<file path="config.mk">
export PLATFORM = sky130hd
export DESIGN_NAME = ir_command_frame_receiver
export DESIGN_NICKNAME = d
export VERILOG_FILES = /design/src/design/ircfr_pkg.sv /design/src/design/ir_command_frame_receiver.sv /design/src/design/ircfr_front.sv /design/src/design/ircfr_back.sv
export SDC_FILE = /design/constraint.sdc
export NUM_CORES = 1
export LEC_CHECK = 0
export BUFFER_PORTS_ARGS = -buffer_cell sky130_fd_sc_hd__buf_2
export CAP_MARGIN = 20
export CORE_UTILIZATION = 49
export CTS_CLUSTER_DIAMETER = 100
export DETAILED_ROUTE_END_ITERATION = 10
export PLACE_DENSITY = 0.76
export RECOVER_POWER = 25
export SLEW_MARGIN = 20
export SYNTH_ARGS = -nofsm -noshare
export SYNTH_HDL_FRONTEND = slang
export SYNTH_HIERARCHICAL = 1
export SYNTH_SLANG_ARGS = --single-unit
</file>
<file path="constraint.sdc">
create_clock -name clock -period 3.8 [get_ports clock]
set_input_delay 0.76 -clock clock [delete_from_list [all_inputs] [get_ports clock]]
set_output_delay 0.76 -clock clock [all_outputs]
set_load 0.005 [all_outputs]
</file>
<file path="src/design/ircfr_pkg.sv">
// Shared types, codes and helpers for the infrared command frame receiver.
// No dependencies; imported by every module of the block.
package ircfr_pkg;

   localparam int STORE_DEPTH = 4;
   localparam int OPQ_DEPTH   = 2;
   localparam int RSPQ_DEPTH  = 2;

   localparam logic [0:0] KIND_FRAME = 1'b0;
   localparam logic [0:0] KIND_DONE  = 1'b1;

   localparam logic CSR_OWN_ADDRESS = 1'b0;   // word index of the own_address register
   localparam logic [3:0] OWN_ADDRESS_RESET = 4'd1;

   typedef enum logic [1:0] {
      PH_READY     = 2'd0,
      PH_RECEIVING = 2'd1,
      PH_COMPLETED = 2'd2
   } phase_type;

   typedef struct packed {
      logic [0:0]  kind;
      logic [15:0] frame_word;
   } req_type;

   typedef struct packed {
      logic [3:0]  command_type;
      logic [3:0]  direction;
      logic [7:0]  arg_byte;
      logic [15:0] arg_word;
      logic [2:0]  byte_count;
      logic        overrun;
   } rsp_type;

   // Classified beat handed from front to back
   typedef struct packed {
      logic       is_done;
      logic [7:0] data;
   } op_type;

   // Bytes carried by each command type
   function automatic logic [2:0] length_of_type(input logic [3:0] t);
      logic [2:0] len;
      case (t) inside
         4'd1, 4'd2, 4'd5: len = 3'd4;
         4'd3, 4'd4:       len = 3'd1;
         default:          len = 3'd3;
      endcase
      return len;
   endfunction

   // Frame bits 6..11 -> data 0..5, frame bits 4..5 -> data 6..7
   function automatic logic [7:0] remap_frame(input logic [15:0] w);
      return {w[5:4], w[11:6]};
   endfunction

endpackage

</file>
<file path="src/design/ir_command_frame_receiver.sv">
// Infrared command frame receiver, top level: CSR port, front and back ends.
// Throughput: one beat per cycle while the op queue is not full; the back end
// retires one op a cycle while the two-entry result queue has room. The last op
// of a command passes the op queue, then the result queue, which drives rsp_item.
// Reset (synchronous): queues empty, phase ready, store zero, own_address 1.
// Depends on ircfr_pkg, ircfr_front and ircfr_back.
module ir_command_frame_receiver import ircfr_pkg::*; (
   input  logic        clock,
   input  logic        reset,
   input  logic        push,
   output logic        full,
   input  req_type     req_item,
   output logic        empty,
   input  logic        pop,
   output rsp_type     rsp_item,
   input  logic        psel,
   input  logic        penable,
   input  logic        pwrite,
   input  logic [2:0]  paddr,
   input  logic [31:0] pwdata,
   output logic [31:0] prdata,
   output logic        pready
);

   logic [3:0] own_address_ff, own_address_in;
   logic       csr_write;
   logic       op_valid, op_take;
   op_type     op_item;

   // Register access
   assign pready    = 1'b1;
   assign csr_write = psel && penable && pwrite && pready;

   always_comb begin
      own_address_in = own_address_ff;
      if (csr_write && (paddr[2] == CSR_OWN_ADDRESS)) begin
         own_address_in = pwdata[3:0];
      end
   end

   assign prdata = (paddr[2] == CSR_OWN_ADDRESS) ? {28'd0, own_address_ff} : 32'd0;

   always_ff @(posedge clock) begin
      if (reset) begin
         own_address_ff <= OWN_ADDRESS_RESET;
      end else begin
         own_address_ff <= own_address_in;
      end
   end

   ircfr_front u_front (
      .clock       (clock),
      .reset       (reset),
      .own_address (own_address_ff),
      .push        (push),
      .full        (full),
      .req_item    (req_item),
      .op_valid    (op_valid),
      .op_take     (op_take),
      .op_item     (op_item)
   );

   ircfr_back u_back (
      .clock    (clock),
      .reset    (reset),
      .op_valid (op_valid),
      .op_take  (op_take),
      .op_item  (op_item),
      .empty    (empty),
      .pop      (pop),
      .rsp_item (rsp_item)
   );

endmodule

</file>
<file path="src/design/ircfr_front.sv">
// Front end: accepts request beats, drops foreign frames, remaps the data byte
// and queues classified ops for the back end. Depends on ircfr_pkg.
module ircfr_front import ircfr_pkg::*; (
   input  logic       clock,
   input  logic       reset,
   input  logic [3:0] own_address,
   input  logic       push,
   output logic       full,
   input  req_type    req_item,
   output logic       op_valid,
   input  logic       op_take,
   output op_type     op_item
);

   localparam int PW = $clog2(OPQ_DEPTH);
   localparam int CW = $clog2(OPQ_DEPTH + 1);

   op_type          queue_ff [OPQ_DEPTH];
   logic [PW-1:0]   wr_ptr_ff, wr_ptr_in;
   logic [PW-1:0]   rd_ptr_ff, rd_ptr_in;
   logic [CW-1:0]   count_ff, count_in;
   logic            accept, keep, deq;
   op_type          op_new;

   // Classify: done beats always pass, frames only with a matching address
   assign accept = push && !full;
   assign keep   = (req_item.kind == KIND_DONE) || (req_item.frame_word[3:0] == own_address);
   assign op_new.is_done = (req_item.kind == KIND_DONE);
   assign op_new.data    = remap_frame(req_item.frame_word);

   assign full     = (count_ff == CW'(OPQ_DEPTH));
   assign op_valid = (count_ff != '0);
   assign op_item  = queue_ff[rd_ptr_ff];
   assign deq      = op_valid && op_take;

   // Pointer and fill count updates
   always_comb begin
      wr_ptr_in = wr_ptr_ff;
      rd_ptr_in = rd_ptr_ff;
      count_in  = count_ff;
      if (accept && keep) begin
         wr_ptr_in = (wr_ptr_ff == PW'(OPQ_DEPTH - 1)) ? '0 : wr_ptr_ff + 1'b1;
      end
      if (deq) begin
         rd_ptr_in = (rd_ptr_ff == PW'(OPQ_DEPTH - 1)) ? '0 : rd_ptr_ff + 1'b1;
      end
      if ((accept && keep) && !deq) begin
         count_in = count_ff + 1'b1;
      end else if (!(accept && keep) && deq) begin
         count_in = count_ff - 1'b1;
      end
   end

   always_ff @(posedge clock) begin
      if (reset) begin
         wr_ptr_ff <= '0;
         rd_ptr_ff <= '0;
         count_ff  <= '0;
      end else begin
         wr_ptr_ff <= wr_ptr_in;
         rd_ptr_ff <= rd_ptr_in;
         count_ff  <= count_in;
      end
   end

   // Queue payload, no reset
   always_ff @(posedge clock) begin
      if (accept && keep) begin
         queue_ff[wr_ptr_ff] <= op_new;
      end
   end

endmodule

</file>
<file path="src/design/ircfr_back.sv">
// Back end: command assembly state machine, 4-byte command store and the
// result queue. Depends on ircfr_pkg.
module ircfr_back import ircfr_pkg::*; (
   input  logic    clock,
   input  logic    reset,
   input  logic    op_valid,
   output logic    op_take,
   input  op_type  op_item,
   output logic    empty,
   input  logic    pop,
   output rsp_type rsp_item
);

   localparam int PW = $clog2(RSPQ_DEPTH);
   localparam int CW = $clog2(RSPQ_DEPTH + 1);

   phase_type       phase_ff, phase_in;
   logic [1:0]      bytes_left_ff, bytes_left_in;
   logic [1:0]      write_index_ff, write_index_in;
   logic [7:0]      store_ff [STORE_DEPTH];
   logic [7:0]      store_in [STORE_DEPTH];
   logic [2:0]      first_len;
   logic            emit, emit_ovr;
   rsp_type         rsp_new;

   rsp_type         rq_ff [RSPQ_DEPTH];
   logic [PW-1:0]   rq_wr_ff, rq_wr_in;
   logic [PW-1:0]   rq_rd_ff, rq_rd_in;
   logic [CW-1:0]   rq_count_ff, rq_count_in;
   logic            rq_push, rq_pop, rq_full;

   assign rq_full   = (rq_count_ff == CW'(RSPQ_DEPTH));
   assign op_take   = op_valid && !rq_full;
   assign first_len = length_of_type(op_item.data[3:0]);

   // Next phase
   always_comb begin
      phase_in = phase_ff;
      if (op_take) begin
         if (op_item.is_done) begin
            phase_in = PH_READY;
         end else begin
            case (phase_ff)
               PH_COMPLETED: phase_in = PH_COMPLETED;
               PH_RECEIVING: begin
                  if (bytes_left_ff <= 2'd1) phase_in = PH_COMPLETED;
               end
               default: begin
                  phase_in = (first_len == 3'd1) ? PH_COMPLETED : PH_RECEIVING;
               end
            endcase
         end
      end
   end

   // Store, counters and result generation
   always_comb begin
      bytes_left_in  = bytes_left_ff;
      write_index_in = write_index_ff;
      store_in       = store_ff;
      emit           = 1'b0;
      emit_ovr       = 1'b0;
      if (op_take && !op_item.is_done) begin
         case (phase_ff)
            PH_COMPLETED: begin
               emit     = 1'b1;
               emit_ovr = 1'b1;
            end
            PH_RECEIVING: begin
               store_in[write_index_ff] = op_item.data;
               if (bytes_left_ff <= 2'd1) begin
                  bytes_left_in = 2'd0;
                  emit          = 1'b1;
               end else begin
                  bytes_left_in  = bytes_left_ff - 2'd1;
                  write_index_in = write_index_ff + 2'd1;
               end
            end
            default: begin
               store_in[0]   = op_item.data;
               bytes_left_in = 2'(first_len - 3'd1);
               if (first_len == 3'd1) begin
                  write_index_in = 2'd0;
                  emit           = 1'b1;
               end else begin
                  write_index_in = 2'd1;
               end
            end
         endcase
      end
   end

   // Result fields from the updated store
   always_comb begin
      rsp_new.command_type = store_in[0][3:0];
      rsp_new.direction    = store_in[0][7:4];
      rsp_new.arg_byte     = store_in[1];
      rsp_new.arg_word     = {store_in[3], store_in[2]};
      rsp_new.byte_count   = length_of_type(store_in[0][3:0]);
      rsp_new.overrun      = emit_ovr;
   end

   always_ff @(posedge clock) begin
      if (reset) begin
         phase_ff       <= PH_READY;
         bytes_left_ff  <= '0;
         write_index_ff <= '0;
         for (int i = 0; i < STORE_DEPTH; i++) begin
            store_ff[i] <= '0;
         end
      end else begin
         phase_ff       <= phase_in;
         bytes_left_ff  <= bytes_left_in;
         write_index_ff <= write_index_in;
         store_ff       <= store_in;
      end
   end

   // Result queue
   assign rq_push  = emit;
   assign empty    = (rq_count_ff == '0);
   assign rq_pop   = pop && !empty;
   assign rsp_item = rq_ff[rq_rd_ff];

   always_comb begin
      rq_wr_in    = rq_wr_ff;
      rq_rd_in    = rq_rd_ff;
      rq_count_in = rq_count_ff;
      if (rq_push) begin
         rq_wr_in = (rq_wr_ff == PW'(RSPQ_DEPTH - 1)) ? '0 : rq_wr_ff + 1'b1;
      end
      if (rq_pop) begin
         rq_rd_in = (rq_rd_ff == PW'(RSPQ_DEPTH - 1)) ? '0 : rq_rd_ff + 1'b1;
      end
      if (rq_push && !rq_pop) begin
         rq_count_in = rq_count_ff + 1'b1;
      end else if (!rq_push && rq_pop) begin
         rq_count_in = rq_count_ff - 1'b1;
      end
   end

   always_ff @(posedge clock) begin
      if (reset) begin
         rq_wr_ff    <= '0;
         rq_rd_ff    <= '0;
         rq_count_ff <= '0;
      end else begin
         rq_wr_ff    <= rq_wr_in;
         rq_rd_ff    <= rq_rd_in;
         rq_count_ff <= rq_count_in;
      end
   end

   always_ff @(posedge clock) begin
      if (rq_push) begin
         rq_ff[rq_wr_ff] <= rsp_new;
      end
   end

endmodule
</file>
# Word-level counts from Yosys, hierarchy flattened
# Memories as Yosys holds them, arrays and structs flattened. A register that Yosys moved wholly into a read port is not among the register bits.
# Index checks and enable logic that the tools add are counted.
# totals
ff_bits	50
ramBits	90
in_bits	59
out_inout_bits	71
wordCells	127
n_memories	2
# memory_table
name	words	width	read_ports	rd_ports_with_merged_regs	write_ports	line_no	source
u_back.rq_ff	2	36	1	1	1	ircfr_back.sv:26	rsp_type rq_ff [RSPQ_DEPTH];
u_front.queue_ff	2	9	1	1	1	ircfr_front.sv:18	op_type queue_ff [OPQ_DEPTH];
# op_classes
add_sub_neg	11
magnitude_cmp	3
n_eq_ne	18
n_mux	42
n_bitwise	3
reduce_logical	34
# ops
cell	n
$bwmux W32	1
$mux W32	1
$mux W24	1
$mux W2	11
$mux W1	18
$demux W8 S2	1
$eq A4 B2 Y1 const B	4
$eq A4 B3 Y1 const B	4
$pmux W8 S2	1
$logic_and A1 B1 Y1	14
$pmux W2 S2	3
$eq A4 B1 Y1 const B	2
$logic_not A1 Y1	8
$mux W8	1
$sub A2 B1 Y2 const B	4
$add A2 B1 Y2 const B	3
$eq A2 B2 Y1 const B	3
$mux W3	2
$reduce_bool A2 Y1	3
$reduce_or A3 Y1	2
$add A1 B1 Y1 const B	4
$eq A4 B4 Y1	1
$mux W4	1
$reduce_and A2 Y1	2
14 further kinds	16

# Depth between registers and ports, before layout
# logic_depth
depth_word	12
mapped_depth	9
mapped_depth_nobuf	9

# Modules after synthesis
# The synthesis kept the hierarchy.
# by_module_without_submodules
mod	instances	cells_per_inst	area_per_inst_um2	seq_area_each_um2
ircfr_back	1	319	4645.7	3022.9
ircfr_front	1	63	962.2	640.6
ir_command_frame_receiver	1	53	446.7	80.1

# Least setup slack after synthesis
# Ideal clock, no wire load.
# synth_timing
path_kind	register to register
startpoint	reg (tool-made name)
endpoint	mem u_back/rq_ff[0][0] in the netlist's numbering, enable pin
setup_ps	433
arrival_ps	3542
t_required_ps	3367
setup_slack_ps	-175
path_stages_with_launch	7
n_path_buf	1
period_less_slack_ps	3975
path_cell_list	dfxtp_1 > clkbuf_1 > mux2_2 > or3b_2 > a21oi_2 > o211a_1 > nor2b_1
# synth_rtl
item	line_no
end, declared	ircfr_back.sv:26

==> flow_summary.toml <==
[sta]
timing.hold.ws_ns = 0.4997
fmax_mhz = 329.7
finalCriticalPeriod_ns = 3.033
worstMarginPinSlew_ns = 2.253
skew_ns = 0.008519
setup_tns_ns = 0
final-max-slew-violation-count = 49
hold_viol_final = 0
rsz0062_at_grt = "no"
max-slew-margin-rel_pct = -50.17
final.period_utilization_pct = 79.81
setup_viol = 0

[floorplanning]
fp-row-count = 40
io_pins = 130
die_h_microns = 113.2
start_util_pct = 50.41
die_w_microns = 113.2
core_area_sq_um = 12010
dieArea_sq_um = 12810

[routing]
vias = 3458
drc = 0
wl_microns = 10650
ant_nets = 0
first_iter_violations = 225
vias_per_cell = 5.154
wl_per_cell_microns = 15.88
first_pass_iters = 4

[job]
maxCapViolations = 1

[clock_network]
clock_latency_ns = 0.42
clk_path_buf_depth = 2
cts.sinks = 142
clockRootBuffer = "clkbuf_16"
cts_resized = 0
cts.htree.levels = 4
cts_tree = "done"
numCtsBuffers = 17
postCtsHoldBufs = 0
post_cts_buffers = 0
clk_pin_slew_ns = 0.06

[logic_synthesis]
synth_top_area_share_pct = 44.64
ys_seq_elements = 142
synth_area_per_cell_sq_um = 13.92
syn-cell-area_sq_um = 6055
synthArstFlopShare_pct = 0
synthTopCellsByArea = "edfxtp_1 (45%), dfxtp_1 (17%), mux2_2 (13%)"
synth_warnings = 6
syn-instance-count = 435
synth_edf_count = 90
yosysMostFrequentCell = "edfxtp_1"
synth-seq-area-share_pct = 61.83
synth.distinct_cells = 56
synth_common_cells = "edfxtp_1 (90), mux2_2 (70), dfxtp_1 (52)"
synth_top_area_cell = "edfxtp_1"
synth-main-ff-cell = "edfxtp_1"

[pwr]
power_leakage_nw = 2.807
power_density_nw_per_um2 = 681.3
peakVddDrop_uv = 308.0

[critical_path]
reg2reg_slack_ns = 0.77
critPathKind = "reg2reg"
startpoint_type = "flop"
worstPathRequired_ns = 3.91
critPathArrivalTime_ns = 3.14
crit_path_end_kind = "flop"
crit_fanout = 30

[placed_design]
portBuffers = 66
gp_congestion = 0.7856
hpwl_microns = 6825

[global_routing]
antenna_found_initial = 0
grt_max_degree = 49
grt_use_total_pct = 17.58
grt_pass1_wl_microns = 16790
overflow = 0
grt_pass1_vias = 3487

[min_path]
hold_path.class = "reg2reg"

[finish]
synthToLayoutAreaGrowth_pct = 16.70
nNetsFinal = 578
drive_above_1_share_pct = 34.73
antennaDiodeCount = 0

[outcome]
status = "finished, violations left"
violations = "capacitance limit, slew limit"
## metal layers
| metal | global-route usage, % | vias up | part of all wire [%] |
|---|---|---|---|
| li1 | - | 1647 | - |
| met1 | 19.99 | 1704 | 44 |
| met2 | 30.80 | 92 | 51 |
| met3 | 5.249 | 15 | 4.4 |
| met4 | 7.368 | 0 | 1.2 |
| met5 | 0 | - | 0 |
## placed cells by master (no fill, tap or decap), types with 2 or more instances in the layout
cell type,Yosys,final
nor2b_1,30,29
nor2_1,22,23
bufinv_16,0,5
nand2_1,7,7
clkinvlp_4,0,2
a221oi_2,3,3
ha_1,8,8
and2_0,0,2
dfxtp_1,52,52
and2_1,5,3
inv_2,2,2
buf_12,0,2
nand3_2,3,3
or3_1,4,4
and2b_2,4,4
xor2_1,10,10
a22o_1,4,4
edfxtp_1,90,90
clkbuf_16,0,17
a21oi_1,11,11
mux2_2,70,69
o21ai_0,4,4
nand4_1,3,3
nor3_1,3,3
clkbuf_1,9,10
clkinv_4,0,3
nand2b_1,13,15
inv_1,12,12
nor4_1,1,2
mux2i_1,4,4
buf_2,0,58
inv_6,0,3
conb_1,2,29
## cells by family after synthesis
logic type | after synthesis | synth area share, %
other | 2 | 0.1240
adders and majority gates | 8 | 1.653
buffers and inverters | 54 | 5.270
muxes | 74 | 13.68
and+or+nand+nor | 109 | 11.20
AOI/OAI and AO/OA | 35 | 4.650
xor gates and xnor gates | 11 | 1.591
DFF | 142 | 61.83
## state kept, by name, summed over array words and instances (netlist names), named ones only
| signal | flops |
|---|---|
| u_back/rq_ff | 72 |
| u_back/rq_count_ff | 2 |
| u_back/rq_wr_ff | 1 |
| u_back/bytes_left_ff | 2 |
| u_front/wr_ptr_ff | 1 |
| u_front/rd_ptr_ff | 1 |
| u_back/phase_ff | 2 |
| u_front/count_ff | 2 |
| own_address_ff | 4 |
| u_back/rq_rd_ff | 1 |
| u_back/write_index_ff | 2 |
| u_front/queue_ff | 18 |
| u_back/store_ff | 32 |
## area by class of cell
class | instances | area [sq um]
clock buffer | 18 | 429.2
clock inverter | 14 | 229.0
fill | 954 | 4946
inverter | 14 | 52.55
multi-input combinational | 266 | 2056
sequential | 142 | 3744
tap | 147 | 183.9
timing repair buffer | 70 | 371.6
## worst paths after layout
check / cells after the start / from / endpoint
hold / removal: 2 / u_back/write_index_ff[1] / u_back/write_index_ff[1]
setup reg to reg: 6 / flop / u_back/rq_ff[1][0]
setup / recovery: 6 / flop / u_back/rq_ff[1][0]
hold reg to reg: 2 / u_back/write_index_ff[1] / u_back/write_index_ff[1]
## report_power, final
part | internal (mW) | leakage [nW] | switching (mW)
logic | 0.460 | 1.18 | 0.590
registers | 1.83 | 1.31 | 0.104
clock network | 1.18 | 0.314 | 0.650
total | 3.47 | 2.81 | 1.34
## critical path: stages, from the launching register on
cell and delay, ns:
dfxtp_1 0.55, mux2_2 0.48, or3b_2 0.50, a21oi_2 0.23
o211a_1 0.28, and2_1 0.41, buf_12 0.26
## through the flow
stage	std cells	utilization (%)	area (sq um)	setup WS, ns	power, mW
floorplan	462	-	6158	0.5012	2.738
global placement	639	53.83	6466	0.8368	3.001
detailed placement	639	53.83	6466	0.7798	3.047
CTS	671	59.31	7124	0.7642	4.878
global route	671	58.82	7066	0.6379	5.030
finish	671	58.82	7066	0.7674	4.814
(Power assumes the default switching activity.)
